===== src/hdl/gts_pkg.sv =====
// Shared types, constants and helpers for the gripper timed sequencer.
`timescale 1ns / 1ps

package gts_pkg;

  // Field and register widths
  localparam int unsigned StateNumW = 4;
  localparam int unsigned NumStates = 16;
  localparam int unsigned DelayW    = 16;
  localparam int unsigned ElapsedW  = 17;
  localparam int unsigned SpeedW    = 16;
  localparam int unsigned ThrW      = 9;
  localparam int unsigned NumCfg    = 8;
  localparam int unsigned CfgIdxW   = 3;
  localparam int unsigned PaddrW    = 5;
  localparam int unsigned PdataW    = 32;
  localparam int unsigned InDataW   = 8;
  localparam int unsigned OutDataW  = 24;

  // Default eject drive, signed Q1.15
  localparam logic signed [SpeedW-1:0] EjectSpeedDef = -16'sd32768;

  // Eject throttle, Q0.8 (0.95, 0.25, 0.50)
  localparam logic [ThrW-1:0] ThrUp     = 9'd243;
  localparam logic [ThrW-1:0] ThrDown   = 9'd64;
  localparam logic [ThrW-1:0] ThrCentre = 9'd128;

  localparam logic [ElapsedW-1:0] ElapsedMax = {ElapsedW{1'b1}};

  // Input commands
  typedef enum logic [1:0] {
    CMD_TICK   = 2'd0,
    CMD_FORCE  = 2'd1,
    CMD_VACUUM = 2'd2
  } cmd_e;

  // D-pad codes
  typedef enum logic [1:0] {
    POV_UP   = 2'd0,
    POV_DOWN = 2'd1
  } pov_e;

  // Configuration register indexes
  typedef enum logic [CfgIdxW-1:0] {
    CFG_READ_SENSOR   = 3'd0,
    CFG_CLOSE_CLAW    = 3'd1,
    CFG_STOP_MOTOR    = 3'd2,
    CFG_FLOOR_EJECT   = 3'd3,
    CFG_PLUNGER       = 3'd4,
    CFG_PLUNGER_RET   = 3'd5,
    CFG_SCALE_CLOSE   = 3'd6,
    CFG_INTAKE_SPEED  = 3'd7
  } cfg_idx_e;

  // Sequencer states, one-hot; bit position is the state number
  typedef enum logic [NumStates-1:0] {
    ST_IDLE  = 16'h0001,
    ST_OI_A  = 16'h0002,
    ST_OI_B  = 16'h0004,
    ST_OI_C  = 16'h0008,
    ST_OI_D  = 16'h0010,
    ST_CI_A  = 16'h0020,
    ST_CI_B  = 16'h0040,
    ST_CI_C  = 16'h0080,
    ST_FE1_A = 16'h0100,
    ST_FE1_B = 16'h0200,
    ST_FE2_A = 16'h0400,
    ST_FE2_B = 16'h0800,
    ST_SE_A  = 16'h1000,
    ST_SE_B  = 16'h2000,
    ST_SE_C  = 16'h4000,
    ST_SE_D  = 16'h8000
  } seq_state_e;

  // Result beat fields
  typedef struct packed {
    logic                     cube_seen;
    logic                     vacuum_on;
    logic                     plunger_extend;
    logic                     claw_open;
    logic signed [SpeedW-1:0] motor_drive;
    logic [StateNumW-1:0]     seq_state_out;
  } out_beat_t;

  // Encode a one-hot state to its state number
  function automatic logic [StateNumW-1:0] state_num(input logic [NumStates-1:0] oh);
    logic [StateNumW-1:0] num;
    num = '0;
    for (int i = 0; i < NumStates; i++) begin
      if (oh[i]) begin
        num = num | StateNumW'(i);
      end
    end
    return num;
  endfunction

endpackage


===== src/hdl/gripper_timed_sequencer_core.sv =====
// Top level of the gripper timed sequencer: config registers, state machine, result register.
`timescale 1ns / 1ps

// Takes one beat per clock cycle while s_axis_tready is high: a tick, a forced state or a
// vacuum write. Each accepted beat updates the sequencer state and the latched actuator
// registers and loads one result beat into the output register at the same clock edge.
// The input side stays ready while the result register is empty or being drained, so the
// sustained rate is one beat per cycle, limited only by the result register handshake. The
// user must write delays over the APB port only while the block is idle; the block does not
// enforce it. A timed state leaves once its saturating 17-bit tick count exceeds the delay.
module gripper_timed_sequencer_core #(
  parameter logic signed [gts_pkg::SpeedW-1:0] EJECT_SPEED = gts_pkg::EjectSpeedDef
) (
  input  logic                          clk_i,
  input  logic                          rst_ni,
  // Input stream
  input  logic                          s_axis_tvalid,
  output logic                          s_axis_tready,
  // [3:0] new_state, [4] vacuum_value, [5] cube_present, [7:6] pov_code
  input  logic [gts_pkg::InDataW-1:0]   s_axis_tdata,
  // [1:0] cmd
  input  logic [1:0]                    s_axis_tuser,
  // Result stream
  output logic                          m_axis_tvalid,
  input  logic                          m_axis_tready,
  // [3:0] seq_state_out, [19:4] motor_drive, [20] claw_open, [21] plunger_extend,
  // [22] vacuum_on, [23] cube_seen
  output logic [gts_pkg::OutDataW-1:0]  m_axis_tdata,
  // Configuration port
  input  logic                          psel,
  input  logic                          penable,
  input  logic                          pwrite,
  input  logic [gts_pkg::PaddrW-1:0]    paddr,
  input  logic [gts_pkg::PdataW-1:0]    pwdata,
  output logic [gts_pkg::PdataW-1:0]    prdata,
  output logic                          pready
);
  import gts_pkg::*;

  logic [DelayW-1:0]          cfg_q [NumCfg];
  logic [CfgIdxW-1:0]         cfg_idx;
  logic                       cfg_wr;

  seq_state_e                 st_q, st_d;
  logic [ElapsedW-1:0]        el_q, el_d, el_inc;
  logic signed [SpeedW-1:0]   motor_q, motor_d;
  logic                       claw_q, claw_d;
  logic                       plunger_q, plunger_d;
  logic                       vac_q, vac_d;

  logic                       out_valid_q;
  out_beat_t                  out_q, out_d;

  logic                       accept;
  cmd_e                       cmd;
  logic [StateNumW-1:0]       in_state;
  logic                       in_vac;
  logic                       in_cube;
  logic [1:0]                 in_pov;
  logic [ThrW-1:0]            thr;
  logic signed [SpeedW+ThrW-1:0] eject_prod;
  logic signed [SpeedW-1:0]   eject_drive;

  // Configuration port
  assign pready  = 1'b1;
  assign cfg_idx = paddr[PaddrW-1:2];
  assign cfg_wr  = psel & penable & pwrite & pready;
  assign prdata  = {{(PdataW-DelayW){1'b0}}, cfg_q[cfg_idx]};

  always_ff @(posedge clk_i or negedge rst_ni) begin
    if (!rst_ni) begin
      for (int i = 0; i < NumCfg; i++) begin
        cfg_q[i] <= '0;
      end
    end else if (cfg_wr) begin
      cfg_q[cfg_idx] <= pwdata[DelayW-1:0];
    end
  end

  // Unpack the input beat
  assign accept   = s_axis_tvalid & s_axis_tready;
  assign cmd      = cmd_e'(s_axis_tuser);
  assign in_state = s_axis_tdata[3:0];
  assign in_vac   = s_axis_tdata[4];
  assign in_cube  = s_axis_tdata[5];
  assign in_pov   = s_axis_tdata[7:6];

  // Scale the eject speed by the D-pad throttle, floor toward minus infinity
  always_comb begin
    case (in_pov)
      POV_UP:   thr = ThrUp;
      POV_DOWN: thr = ThrDown;
      default:  thr = ThrCentre;
    endcase
  end
  assign eject_prod  = EJECT_SPEED * $signed({1'b0, thr[ThrW-2:0]});
  assign eject_drive = eject_prod[SpeedW+7:8];

  // Saturating tick counter
  assign el_inc = (el_q == ElapsedMax) ? el_q : el_q + 1'b1;

  // Advance the sequencer for one accepted beat
  always_comb begin
    st_d      = st_q;
    el_d      = el_q;
    motor_d   = motor_q;
    claw_d    = claw_q;
    plunger_d = plunger_q;
    vac_d     = vac_q;
    if (accept) begin
      unique case (cmd)
        CMD_TICK: begin
          el_d = el_inc;
          unique case (st_q)
            ST_IDLE: begin
              motor_d   = '0;
              plunger_d = 1'b0;
              vac_d     = 1'b0;
              claw_d    = 1'b0;
            end
            ST_OI_A: begin
              motor_d   = $signed(cfg_q[CFG_INTAKE_SPEED]);
              plunger_d = 1'b0;
              vac_d     = 1'b0;
              claw_d    = 1'b1;
              el_d      = '0;
              st_d      = ST_OI_B;
            end
            ST_OI_B: begin
              if (el_inc > {1'b0, cfg_q[CFG_READ_SENSOR]} && in_cube) begin
                el_d = '0;
                st_d = ST_OI_C;
              end
            end
            ST_OI_C: begin
              if (el_inc > {1'b0, cfg_q[CFG_CLOSE_CLAW]}) begin
                el_d   = '0;
                claw_d = 1'b0;
                st_d   = ST_OI_D;
              end
            end
            ST_OI_D, ST_CI_C: begin
              if (el_inc > {1'b0, cfg_q[CFG_STOP_MOTOR]}) begin
                st_d = ST_IDLE;
              end
            end
            ST_CI_A: begin
              motor_d   = $signed(cfg_q[CFG_INTAKE_SPEED]);
              plunger_d = 1'b0;
              vac_d     = 1'b0;
              claw_d    = 1'b0;
              st_d      = ST_CI_B;
            end
            ST_CI_B: begin
              if (in_cube) begin
                el_d = '0;
                st_d = ST_CI_C;
              end
            end
            ST_FE1_A: begin
              motor_d   = eject_drive;
              plunger_d = 1'b0;
              vac_d     = 1'b0;
              claw_d    = 1'b0;
              el_d      = '0;
              st_d      = ST_FE1_B;
            end
            ST_FE1_B, ST_FE2_B: begin
              if (el_inc > {1'b0, cfg_q[CFG_FLOOR_EJECT]}) begin
                st_d = ST_IDLE;
              end
            end
            // Open the claw and hand over to the first floor eject's timed phase
            ST_FE2_A: begin
              claw_d = 1'b1;
              el_d   = '0;
              st_d   = ST_FE1_B;
            end
            ST_SE_A: begin
              motor_d = '0;
              vac_d   = 1'b0;
              claw_d  = 1'b1;
              el_d    = '0;
              st_d    = ST_SE_B;
            end
            ST_SE_B: begin
              if (el_inc > {1'b0, cfg_q[CFG_PLUNGER]}) begin
                plunger_d = 1'b1;
                el_d      = '0;
                st_d      = ST_SE_C;
              end
            end
            ST_SE_C: begin
              if (el_inc > {1'b0, cfg_q[CFG_PLUNGER_RET]}) begin
                plunger_d = 1'b0;
                vac_d     = 1'b1;
                el_d      = '0;
                st_d      = ST_SE_D;
              end
            end
            ST_SE_D: begin
              if (el_inc > {1'b0, cfg_q[CFG_SCALE_CLOSE]}) begin
                st_d = ST_IDLE;
              end
            end
            default: begin
              st_d = st_q;
            end
          endcase
        end
        CMD_FORCE: begin
          st_d = seq_state_e'(NumStates'(1) << in_state);
        end
        CMD_VACUUM: begin
          vac_d = in_vac;
        end
        default: begin
          st_d = st_q;
        end
      endcase
    end
  end

  // Hold sequencer state and latched actuator outputs
  always_ff @(posedge clk_i or negedge rst_ni) begin
    if (!rst_ni) begin
      st_q      <= ST_IDLE;
      el_q      <= '0;
      motor_q   <= '0;
      claw_q    <= 1'b0;
      plunger_q <= 1'b0;
      vac_q     <= 1'b0;
    end else begin
      st_q      <= st_d;
      el_q      <= el_d;
      motor_q   <= motor_d;
      claw_q    <= claw_d;
      plunger_q <= plunger_d;
      vac_q     <= vac_d;
    end
  end

  // Build the result beat from the updated state
  always_comb begin
    out_d.seq_state_out  = state_num(st_d);
    out_d.motor_drive    = motor_d;
    out_d.claw_open      = claw_d;
    out_d.plunger_extend = plunger_d;
    out_d.vacuum_on      = vac_d;
    out_d.cube_seen      = in_cube;
  end

  // Result register: refill whenever it is empty or being drained
  assign s_axis_tready = ~out_valid_q | m_axis_tready;

  always_ff @(posedge clk_i or negedge rst_ni) begin
    if (!rst_ni) begin
      out_valid_q <= 1'b0;
    end else if (s_axis_tready) begin
      out_valid_q <= s_axis_tvalid;
    end
  end

  always_ff @(posedge clk_i) begin
    if (accept) begin
      out_q <= out_d;
    end
  end

  assign m_axis_tvalid = out_valid_q;
  assign m_axis_tdata  = out_q;

endmodule


===== config.mk =====
export PLATFORM = sky130hd
export DESIGN_NAME = gripper_timed_sequencer_core
export DESIGN_NICKNAME = d
export VERILOG_FILES = /design/src/hdl/gts_pkg.sv /design/src/hdl/gripper_timed_sequencer_core.sv
export SDC_FILE = /design/constraint.sdc
export NUM_CORES = 1
export LEC_CHECK = 0
export BUFFER_PORTS_ARGS = -buffer_cell sky130_fd_sc_hd__buf_4
export CAP_MARGIN = 5
export CORE_ASPECT_RATIO = 0.5
export CORE_MARGIN = 2
export CORE_UTILIZATION = 40
export DETAILED_ROUTE_END_ITERATION = 12
export HOLD_SLACK_MARGIN = 0.06
export PLACE_DENSITY_LB_ADDON = 0.08
export REMOVE_ABC_BUFFERS = 1
export SETUP_SLACK_MARGIN = 0.3
export SYNTH_ARGS = -nofsm -noshare
export SYNTH_HDL_FRONTEND = slang
export SYNTH_SLANG_ARGS = --single-unit

===== constraint.sdc =====
create_clock -name clk_i -period 9 [get_ports clk_i]
set_input_delay 0.9 -clock clk_i [delete_from_list [all_inputs] [get_ports clk_i]]
set_output_delay 0.9 -clock clk_i [all_outputs]
set_load 0.02 [all_outputs]

==> impl_metrics.csv, run 1 <==
group,metric,value,unit
timing,tightestPinTransition,1420,ps
yosys,synth_top_family_by_area,"compound AO/OA/AOI/OAI gates",
yosys,synth_top_area_share,35.8,%
timing,period_share,73.3,%
setup_path,timing.rr.end,"el_q[6]",
setup_path,r2r_cells,18,
setup_path,cpPeakStageDelay,830,ps
yosys,synth_cells,1380,
yosys,muxShareOfSynthArea,2.23,%
yosys,syn_area_per_cell,9.11,µm²
setup_path,cp_slowest_cell,"nor2_2",
cts,clock_path_buffers,3,
grt,grt-ovfl-total,0,
grt,grt_pass1_wl,62700,µm
drt,final_antenna_net_count,0,
grt,grt_max_degree,70,
yosys,yosysUniqueCellTypes,79,
floorplanning,die_area,33000,µm²
yosys,yosys_warnings,0,
floorplanning,core_area,30600,µm²
cts,clock_sinks,205,
yosys,synth_edf_count,24,
drt,drcViolationCount,0,
placed_design,dpl_cell_area,13500,µm²
setup_path,r2r-start,"el_q[6]",
run,cap_violations,1,
pwr,leakagePower,6.46,nW
yosys,synth-xor-area-share,1.39,%
yosys,ys.flop_type,"dfrtp_1",
pwr,p_per_area,218,nW/µm²
drt,vias,10619,
grt,grt.total_usage,25.3,%
final_layout,mostFrequentLayoutCell,"dfrtp_1",
outcome,status,"finished with violations",
floorplanning,fp.dieW,255,µm
floorplanning,ios,113,
placed_design,place.gp.congestion,0.905,
setup_path,crit_type,"register to register",
drt,drt-initial-drc-count,892,
setup_path,cp.required,9440,ps
final_layout,area_growth,12.8,%
setup_path,worstPathMaxFanout,28,
final_layout,drive_gt1_share,13.1,%
timing,final-setup-viol-count,0,
setup_path,critPathBufInv,0,
worst_hold_path,hold_class,"input port to asynchronous set/reset pin",
timing,skew,11.4,ps
final_layout,antennaDiodeCount,0,
cts,clk_pin_slew,70,ps
placed_design,dp_cells,1818,
cts,h-tree-depth,1,
yosys,synthAdderAreaFrac,11.2,%
yosys,ys_seq_area_share,41.8,%
final_layout,final_cell_mix,"180 x dfrtp_1, 163 x nand2_1, 137 x o21ai_0",
final_layout,postLayoutCellArea,14200,µm²
floorplanning,die_y,129,µm
setup_path,reg2reg_slack,2400,ps
timing,rsz0062_at_grt,"no",
yosys,synth_simple_gate_area_share,17.8,%
placed_design,io_buffer_count,77,
setup_path,worstPathCellList,"nand4_1 > nor4_2 > nand2_1 > nand4_1 > nor2_1 > and3_1 > xor2_1 > ha_1 > nand4_1 > nor2_1 > a2111oi_0 > a31oi_1 > nor3_2 > nor2_1 > and3_1 > nor2_2 > o21ai_0 > a31oi_1",
final_layout,finalNonFillerCells,1854,
cts,ctsResizeCount,0,
timing,maxSlewHeadroom,3.11,%
setup_path,cp-start-kind,"register",
cts,postCtsHoldBufs,0,
timing,final_hold_viol_count,0,
floorplanning,initial_core_util,41.1,%
timing,finalCriticalPeriod,6600,ps
timing,tns,0,ps
drt,wl,41000,µm
setup_path,end_kind,"register",
placed_design,hpwl,29200,µm
yosys,synth_area,12600,µm²
drt,drtPass1Iterations,8,
timing,fmax,152,MHz
pwr,ir_drop,0.110,mV
setup_path,path_delay_family,"simple AND/OR/NAND/NOR gates",
setup_path,crit_arrival,7040,ps
drt,vias_per_cell,5.73,
cts,clock_latency,520,ps
yosys,yosys.area.top_type,"dfrtp_1",
yosys,synth_area_leaders,"dfrtp_1 36%, ha_1 11%, edfxtp_1 5.7%, o21ai_0 5.5%, nand2_1 4.9%",
drt,detail_route.wl_per_cell,22.1,µm
cts,tritoncts,"yes",
cts,clockRootBuffer,"clkbuf_16",
grt,antenna_found_initial,0,
yosys,synth-compound-area-share,18.4,%
outcome,violations,"capacitance limit",
floorplanning,rows,45,
final_layout,fin_nets,1585,
yosys,ys_async_sr_fraction,88.3,%
cts,numCtsBuffers,21,
yosys,ys_seq_elements,205,
cts,post_cts_buffers,0,
timing,maxSlewViolCount,0,
grt,grt_pass1_vias,10281,
## power by group
| part | total [W] | switching (W) | internal [W] | leakage [nW] |
|---|---|---|---|---|
| sequential | 0.00123 | 0.000123 | 0.00111 | 2.44 |
| combinational | 0.000948 | 0.000591 | 0.000358 | 3.70 |
| clock | 0.000902 | 0.000396 | 0.000506 | 0.327 |
## Yosys cell counts (12+ instances only)
| cell | number |
|---|---|
| nand3_1 | 36 |
| inv_1 | 125 |
| nor2_1 | 72 |
| a22o_1 | 15 |
| xnor2_1 | 12 |
| a22oi_1 | 65 |
| nand4_1 | 46 |
| nand2_1 | 163 |
| nand2b_1 | 13 |
| buf_4 | 18 |
| a31oi_1 | 14 |
| mux2_2 | 24 |
| dfrtp_1 | 180 |
| ha_1 | 113 |
| nor3_1 | 17 |
| a21oi_1 | 59 |
| clkbuf_1 | 68 |
| o21ai_0 | 137 |
| edfxtp_1 | 24 |
## layer usage
metal	track usage (%)	wire, µm
met5	0	0
met4	5.44	727
met3	3.82	2310
met2	41.2	18900
met1	36.0	19100
## area by class of cell
class,instances,area (µm²)
sequential,205,5250
fill,3017,16500
inverter,125,469
clock inverter,7,91.3
clock buffer,29,576
tap,423,529
multi-input combinational,971,6550
timing repair buffer,94,712
## metrics by stage
| step | total power [W] | setup WS (ps) | hold slack, ps | utilization (%) |
|---|---|---|---|---|
| 6_report | 0.00308 | 2400 | 355 | 46.3 |
| 5_1_grt | 0.00327 | 1870 | 403 | 46.3 |
| 4_1_cts | 0.00310 | 2470 | 402 | 46.3 |
| 3_5_place_dp | 0.00219 | 2520 | 481 | 44.1 |
| 3_3_place_gp | 0.00216 | 2560 | 467 | 44.1 |
| 2_1_floorplan | 0.00184 | 4130 | 451 | - |
## kinds of logic after synthesis
logic type | Yosys count
AND/OR/NAND/NOR | 433
AO/OA/AOI/OAI | 363
buffers and inverters | 219
flip-flops | 205
adder cells (fa/ha/maj) | 113
multiplexers | 25
XOR/XNOR | 20
other | 2
## flip-flops by register name, indices dropped and copies added (netlist names)
name and cells:
m_axis_tdata 24, plunger_q 1, claw_q 1, cfg_q 128, vac_q 1, el_q 17
motor_q 16, st_q 16, m_axis_tvalid 1
## how the worst max path moves through the flow
stage,from,endpoint,slack (ps),cells past startpoint
after detailed placement,el_q[6],el_q[14],2520,18
after global routing,el_q[6],el_q[6],1870,18
after CTS,el_q[6],el_q[6],2470,18
after floorplan,el_q[0],el_q[14],4130,20
final,el_q[6],el_q[6],2400,18
after global placement,el_q[6],el_q[6],2560,18
## worst register-to-register path, stage by stage, from the launching register on
cell       delay, ps
dfrtp_1          490
nand4_1          220
nor4_2           510
nand2_1          250
nand4_1          230
nor2_1           140
and3_1           240
xor2_1           590
ha_1             400
nand4_1          210
nor2_1            80
a2111oi_0        800
a31oi_1          380
nor3_2           360
nor2_1           110
and3_1           220
nor2_2           840
o21ai_0          230
a31oi_1          220
Power figures use the tool's default switching activity.
==> run 2: changes to the inputs <==
==> constraint.sdc (replaced) <==
create_clock -name clk_i -period 6.7 [get_ports clk_i]
set_input_delay 0.67 -clock clk_i [delete_from_list [all_inputs] [get_ports clk_i]]
set_output_delay 0.67 -clock clk_i [all_outputs]
set_load 0.02 [all_outputs]
==> run 2 against run 1 <==
Net effect:
- the run now ends clean
- die area is the same
- first-iteration DRC count shrank 5.8%
- count of clock-buffer cells in the layout is the same
- clock power grew 41%
- register-to-register slack lost 1800 ps
- global-route usage grew 0.11 points
- worst hold slack lost 180 ps
- core utilization grew 0.43 points
- via count grew 1.1%
- highest routed layer unchanged
==> impl_metrics.csv, run 2 (synthesis results as in run 1) <==
group,metric,value,unit
outcome,status,"finished clean",
timing,period_share,90.8,%
setup_path,cp-startpoint,"el_q[0]",
timing,maxSlewViolCount,0,
drt,drtPass1Iterations,5,
floorplanning,rows,45,
cts,clock_sinks,205,
final_layout,fillers,2993,
final_layout,postLayoutCellArea,14300,µm²
timing,fmax,164,MHz
final_layout,final_cell_mix,"180 x dfrtp_1, 163 x nand2_1, 137 x o21ai_0",
timing,tns,0,ps
drt,wl,41300,µm
timing,finalCriticalPeriod,6080,ps
worst_hold_path,hold_class,"input port to asynchronous set/reset pin",
floorplanning,ios,113,
drt,detail_route.wl_per_cell,22.2,µm
drt,final_antenna_net_count,0,
setup_path,cp-start-kind,"register",
cts,h-tree-depth,1,
placed_design,dpl_cell_area,13600,µm²
pwr,p_per_area,294,nW/µm²
timing,final-setup-viol-count,0,
placed_design,io_buffer_count,77,
setup_path,worstPathMaxFanout,12,
drt,drt-initial-drc-count,840,
grt,grt.total_usage,25.5,%
cts,clockRootBuffer,"clkbuf_16",
setup_path,r2r_cells,20,
final_layout,register_area,5250,µm²
grt,grt_max_degree,74,
cts,clock_latency,530,ps
timing,maxSlewHeadroom,17.2,%
setup_path,reg2reg_slack,620,ps
floorplanning,initial_core_util,41.1,%
final_layout,antennaDiodeCount,0,
cts,numCtsBuffers,21,
floorplanning,core_area,30600,µm²
floorplanning,die_y,129,µm
setup_path,cp.required,6950,ps
cts,tritoncts,"yes",
final_layout,largest_register_ffs,128,
setup_path,end_kind,"register",
final_layout,area_growth,13.8,%
final_layout,fin_nets,1592,
timing,skew,17.9,ps
setup_path,crit_type,"register to register",
drt,drcViolationCount,0,
setup_path,timing.rr.end,"m_axis_tdata[1]",
final_layout,top_register,"cfg_q",
grt,grt-ovfl-total,0,
timing,holdWs,171,ps
cts,clock_path_buffers,3,
drt,vias_per_cell,5.76,
setup_path,r2r-start,"el_q[0]",
placed_design,place.gp.congestion,0.928,
final_layout,drive_gt1_share,14.0,%
setup_path,crit_arrival,6330,ps
floorplanning,fp.dieW,255,µm
setup_path,crit_end,"m_axis_tdata[1]",
grt,grt_pass1_vias,10114,
final_layout,final_util,46.7,%
pwr,leakagePower,6.55,nW
cts,clk_pin_slew,60,ps
run,cap_violations,0,
cts,post_cts_buffers,0,
drt,vias,10740,
grt,grt_pass1_wl,62800,µm
floorplanning,die_area,33000,µm²
final_layout,multi_input_area,6580,µm²
timing,rsz0062_at_grt,"no",
pwr,ir_drop,0.168,mV
grt,antenna_found_initial,0,
final_layout,mostFrequentLayoutCell,"dfrtp_1",
timing,tightestPinTransition,1240,ps
timing,final_hold_viol_count,0,
placed_design,hpwl,29400,µm
[run 2: worst min-delay path by stage]
stage	slack [ps]	cells after the start	startpoint	end
final	170	1	rst_ni	m_axis_tvalid
after global routing	220	1	rst_ni	m_axis_tvalid
after CTS	190	1	rst_ni	m_axis_tvalid
after detailed placement	480	2	motor_q[13]	motor_q[13]
after global placement	470	2	motor_q[13]	motor_q[13]
after floorplan	370	0	rst_ni	cfg_q[0]
[run 2: final cells by class]
cell class	instances	area share, %
Clock inverter	9	0.874
Timing Repair Buffer	101	5.34
Clock buffer	29	4.16
Inverter	125	3.28
Multi-Input combinational cell	971	45.9
Sequential cell	205	36.7
Tap cell	423	3.70
[run 2: power breakdown]
part	leakage, nW	switching, W	total [W]	internal, W
registers	2.44	0.000166	0.00166	0.00149
logic	3.76	0.000798	0.00128	0.000478
clock network	0.353	0.000536	0.00127	0.000739
total	6.55	0.00150	0.00421	0.00271
[run 2: metal layers]
layer / global-route usage (%) / vias up / share of wire, %
met4: 4.61 / 0 / 1.7
li1: - / 5012 / -
met5: 0 / - / 0
met2: 41.2 / 326 / 46
met1: 37.1 / 5354 / 47
met3: 3.05 / 48 / 5.6
[run 2: per-stage QoR]
stage	total power, W	setup WS, ps	std cells
4_1_cts	0.00422	482	1863
3_5_place_dp	0.00294	510	1825
2_1_floorplan	0.00248	1830	1301
6_report	0.00421	619	1863
5_1_grt	0.00446	282	1863
3_3_place_gp	0.00290	630	1825
[run 2: timing repair]
item	4_1_cts	5_1_grt
hold buffers	0	0
gates resized for setup	0	4
endpoints found under the setup margin	0	3
[run 2: worst max-delay path, stage by stage, from the launching register on]
cell and delay, ps:
dfrtp_1 430, ha_1 280, nand4_1 150, nor4_4 70, nand2_1 200, nand4_1 230
nor2_1 360, and4_1 320, nand3_1 230, xnor2_4 250, ha_1 330, nand4_1 130
or4_1 590, a31o_2 250, a31oi_1 490, nor2_1 170, nor2_1 170, nand4_1 210
and2_1 360, a211oi_1 420, nand4b_1 150
==> run 3: changes to the inputs <==
--- a/config.mk
+++ b/config.mk
@@ -13,7 +13,6 @@
 export DETAILED_ROUTE_END_ITERATION = 12
 export HOLD_SLACK_MARGIN = 0.06
 export PLACE_DENSITY_LB_ADDON = 0.08
-export REMOVE_ABC_BUFFERS = 1
 export SETUP_SLACK_MARGIN = 0.3
 export SYNTH_ARGS = -nofsm -noshare
 export SYNTH_HDL_FRONTEND = slang
==> run 3 against run 2 <==
Net effect:
- first-iteration DRC count grew 30%
- final cell count rose by 0.48%
- via count increased by 0.34%
- worst hold slack improved by 39 ps
- critical path depth is 1 higher
- core utilization increased by 0.094 points
- global-route usage grew 0.84 points
- sequential cell count unchanged
- die area is the same
- clock power down 3%
- cell area rose by 0.20%
==> impl_metrics.csv, run 3 (synthesis results as in run 1) <==
group,metric,value,unit
outcome,status,"finished clean",
final_layout,mostFrequentLayoutCell,"dfrtp_1",
floorplanning,fp.dieW,255,µm
pwr,p_seq_share,40.3,%
placed_design,hpwl,31300,µm
pwr,ir_drop,0.154,mV
cts,numCtsBuffers,21,
placed_design,io_buffer_count,77,
final_layout,final_util,46.8,%
cts,post_cts_buffers,0,
grt,grt_pass1_wl,64300,µm
floorplanning,rows,45,
run,cap_violations,0,
cts,postCtsHoldBufs,0,
final_layout,finalNonFillerCells,1872,
pwr,p_clk_share,29.3,%
placed_design,dp_cells,1833,
cts,clock_path_buffers,3,
setup_path,cpPeakStageDelay,490,ps
grt,antenna_found_initial,4,
pwr,leakagePower,6.55,nW
drt,drcViolationCount,0,
timing,setup_slack,649,ps
setup_path,path_delay_family,"simple AND/OR/NAND/NOR gates",
timing,skew,21.0,ps
timing,final_hold_viol_count,0,
cts,h-tree-depth,1,
cts,clock_latency,520,ps
timing,rsz0062_at_grt,"yes",
final_layout,area_growth,14.0,%
setup_path,end_kind,"register",
floorplanning,ios,113,
pwr,switchingPower,0.00152,W
pwr,p_per_area,292,nW/µm²
timing,final-setup-viol-count,0,
drt,detail_route.wl_per_cell,22.9,µm
timing,fmax,165,MHz
drt,vias,10776,
drt,final_antenna_net_count,0,
cts,clk_pin_slew,70,ps
timing,maxSlewHeadroom,20.8,%
drt,vias_per_cell,5.76,
timing,tns,0,ps
setup_path,crit_arrival,6280,ps
timing,tightestPinTransition,1190,ps
drt,wl,42800,µm
setup_path,crit_path_frequent_cell,"nand4_1",
floorplanning,initial_core_util,41.1,%
drt,drt-initial-drc-count,1089,
timing,maxSlewViolCount,0,
setup_path,worstPathMaxFanout,12,
floorplanning,die_area,33000,µm²
pwr,power_frac_comb,30.4,%
drt,drtPass1Iterations,5,
cts,tritoncts,"yes",
final_layout,fin_nets,1600,
placed_design,place.gp.congestion,0.920,
grt,grt-ovfl-total,0,
final_layout,drive_gt1_share,14.8,%
setup_path,cp_slowest_cell,"or3_1",
setup_path,critPathBufInv,2,
setup_path,crit_type,"register to register",
timing,period_share,90.3,%
final_layout,largest_register_ffs,128,
pwr,p_sw_share,36.4,%
grt,grt_pass1_vias,10330,
final_layout,top_register,"cfg_q",
floorplanning,core_area,30600,µm²
grt,grt_max_degree,87,
cts,clock_sinks,205,
floorplanning,die_y,129,µm
setup_path,cp-start-kind,"register",
final_layout,final_cell_mix,"180 x dfrtp_1, 163 x nand2_1, 137 x o21ai_0",
grt,grt.total_usage,26.3,%
setup_path,cp.required,6930,ps
timing,finalCriticalPeriod,6050,ps
cts,clockRootBuffer,"clkbuf_16",
pwr,internal_power,0.00266,W
setup_path,worstPathCellList,"ha_1 > nand4_1 > nor4_2 > nand2_1 > nand4_1 > nor2_1 > and3_1 > xor2_1 > buf_4 > ha_1 > nand3_1 > or3_1 > nor3b_1 > a211oi_2 > buf_4 > nor3_1 > a211oi_1 > nand4_1 > and2_1 > a211oi_1 > nand4b_1",
placed_design,dp_slack,588,ps
worst_hold_path,hold_class,"input port to asynchronous set/reset pin",
==> run 3: changes by cell type in the layout (fill, tap and decap cells not counted), sizes merged <==
cell / delta
buf: +8
bufinv: -1
clkbuf: -4
clkinv: +2
clkinvlp: +3
diode: +2
inv: -1
==> run 3: final timing paths <==
check / depth (start not counted) / start / to / slack [ps]
max: 21 / el_q[0] / m_axis_tdata[1] / 650
min: 1 / rst_ni / m_axis_tvalid / 210
max reg2reg: 21 / el_q[0] / m_axis_tdata[1] / 650
min reg2reg: 2 / motor_q[10] / motor_q[10] / 490
max in group asynchronous: 2 / rst_ni / cfg_q[44] / 5210
min in group clk_i: 2 / s_axis_tvalid / m_axis_tvalid / 360
==> run 3: layout make-up <==
| type | count | area (µm²) |
|---|---|---|
| fill | 2986 | 16300 |
| timing repair buffer | 109 | 825 |
| inverter | 125 | 469 |
| multi-input combinational | 971 | 6570 |
| clock inverter | 12 | 124 |
| clock buffer | 25 | 571 |
| antenna | 2 | 5.00 |
| tap | 423 | 529 |
| sequential | 205 | 5250 |
==> run 3: through the flow <==
stage	hold slack, ps	instance area, µm²	total power (W)
floorplan	374	12600	0.00251
global placement	482	13600	0.00292
detailed placement	485	13600	0.00295
CTS	235	14300	0.00420
global route	251	14300	0.00443
finish	209	14300	0.00418
==> run 3: worst register-to-register path, cell delays in order (launching register included) <==
cell,delay [ps]
dfrtp_1,440
ha_1,280
nand4_1,110
nor4_2,370
nand2_1,280
nand4_1,250
nor2_1,140
and3_1,230
xor2_1,150
buf_4,180
ha_1,280
nand3_1,210
or3_1,490
nor3b_1,170
a211oi_2,320
buf_4,190
nor3_1,60
a211oi_1,380
nand4_1,280
and2_1,370
a211oi_1,440
nand4b_1,160
==> run 3: metal layers <==
metal  track usage, %  up-vias  routed length (µm)
met2             40.7      386               18500
met3             6.41       59                3590
met1             37.8     5309               20000
li1                 -     5022                   -
met5                0        -                   0
met4             4.78        0                 757
==> run 3: power by group through the flow <==
stage                     clock (W)  combinational, W  sequential, W
after floorplan                   0          0.000865        0.00164
after global placement            0           0.00123        0.00170
after detailed placement          0           0.00125        0.00170
after CTS                   0.00125           0.00126        0.00168
after global routing        0.00130           0.00142        0.00171
final                       0.00123           0.00127        0.00169
==> run 3: timing repair <==
| action | CTS | global route |
|---|---|---|
| endpoints found under the setup margin | 0 | 3 |
| resized for setup | 0 | 4 |
| hold endpoints to repair | 0 | 0 |
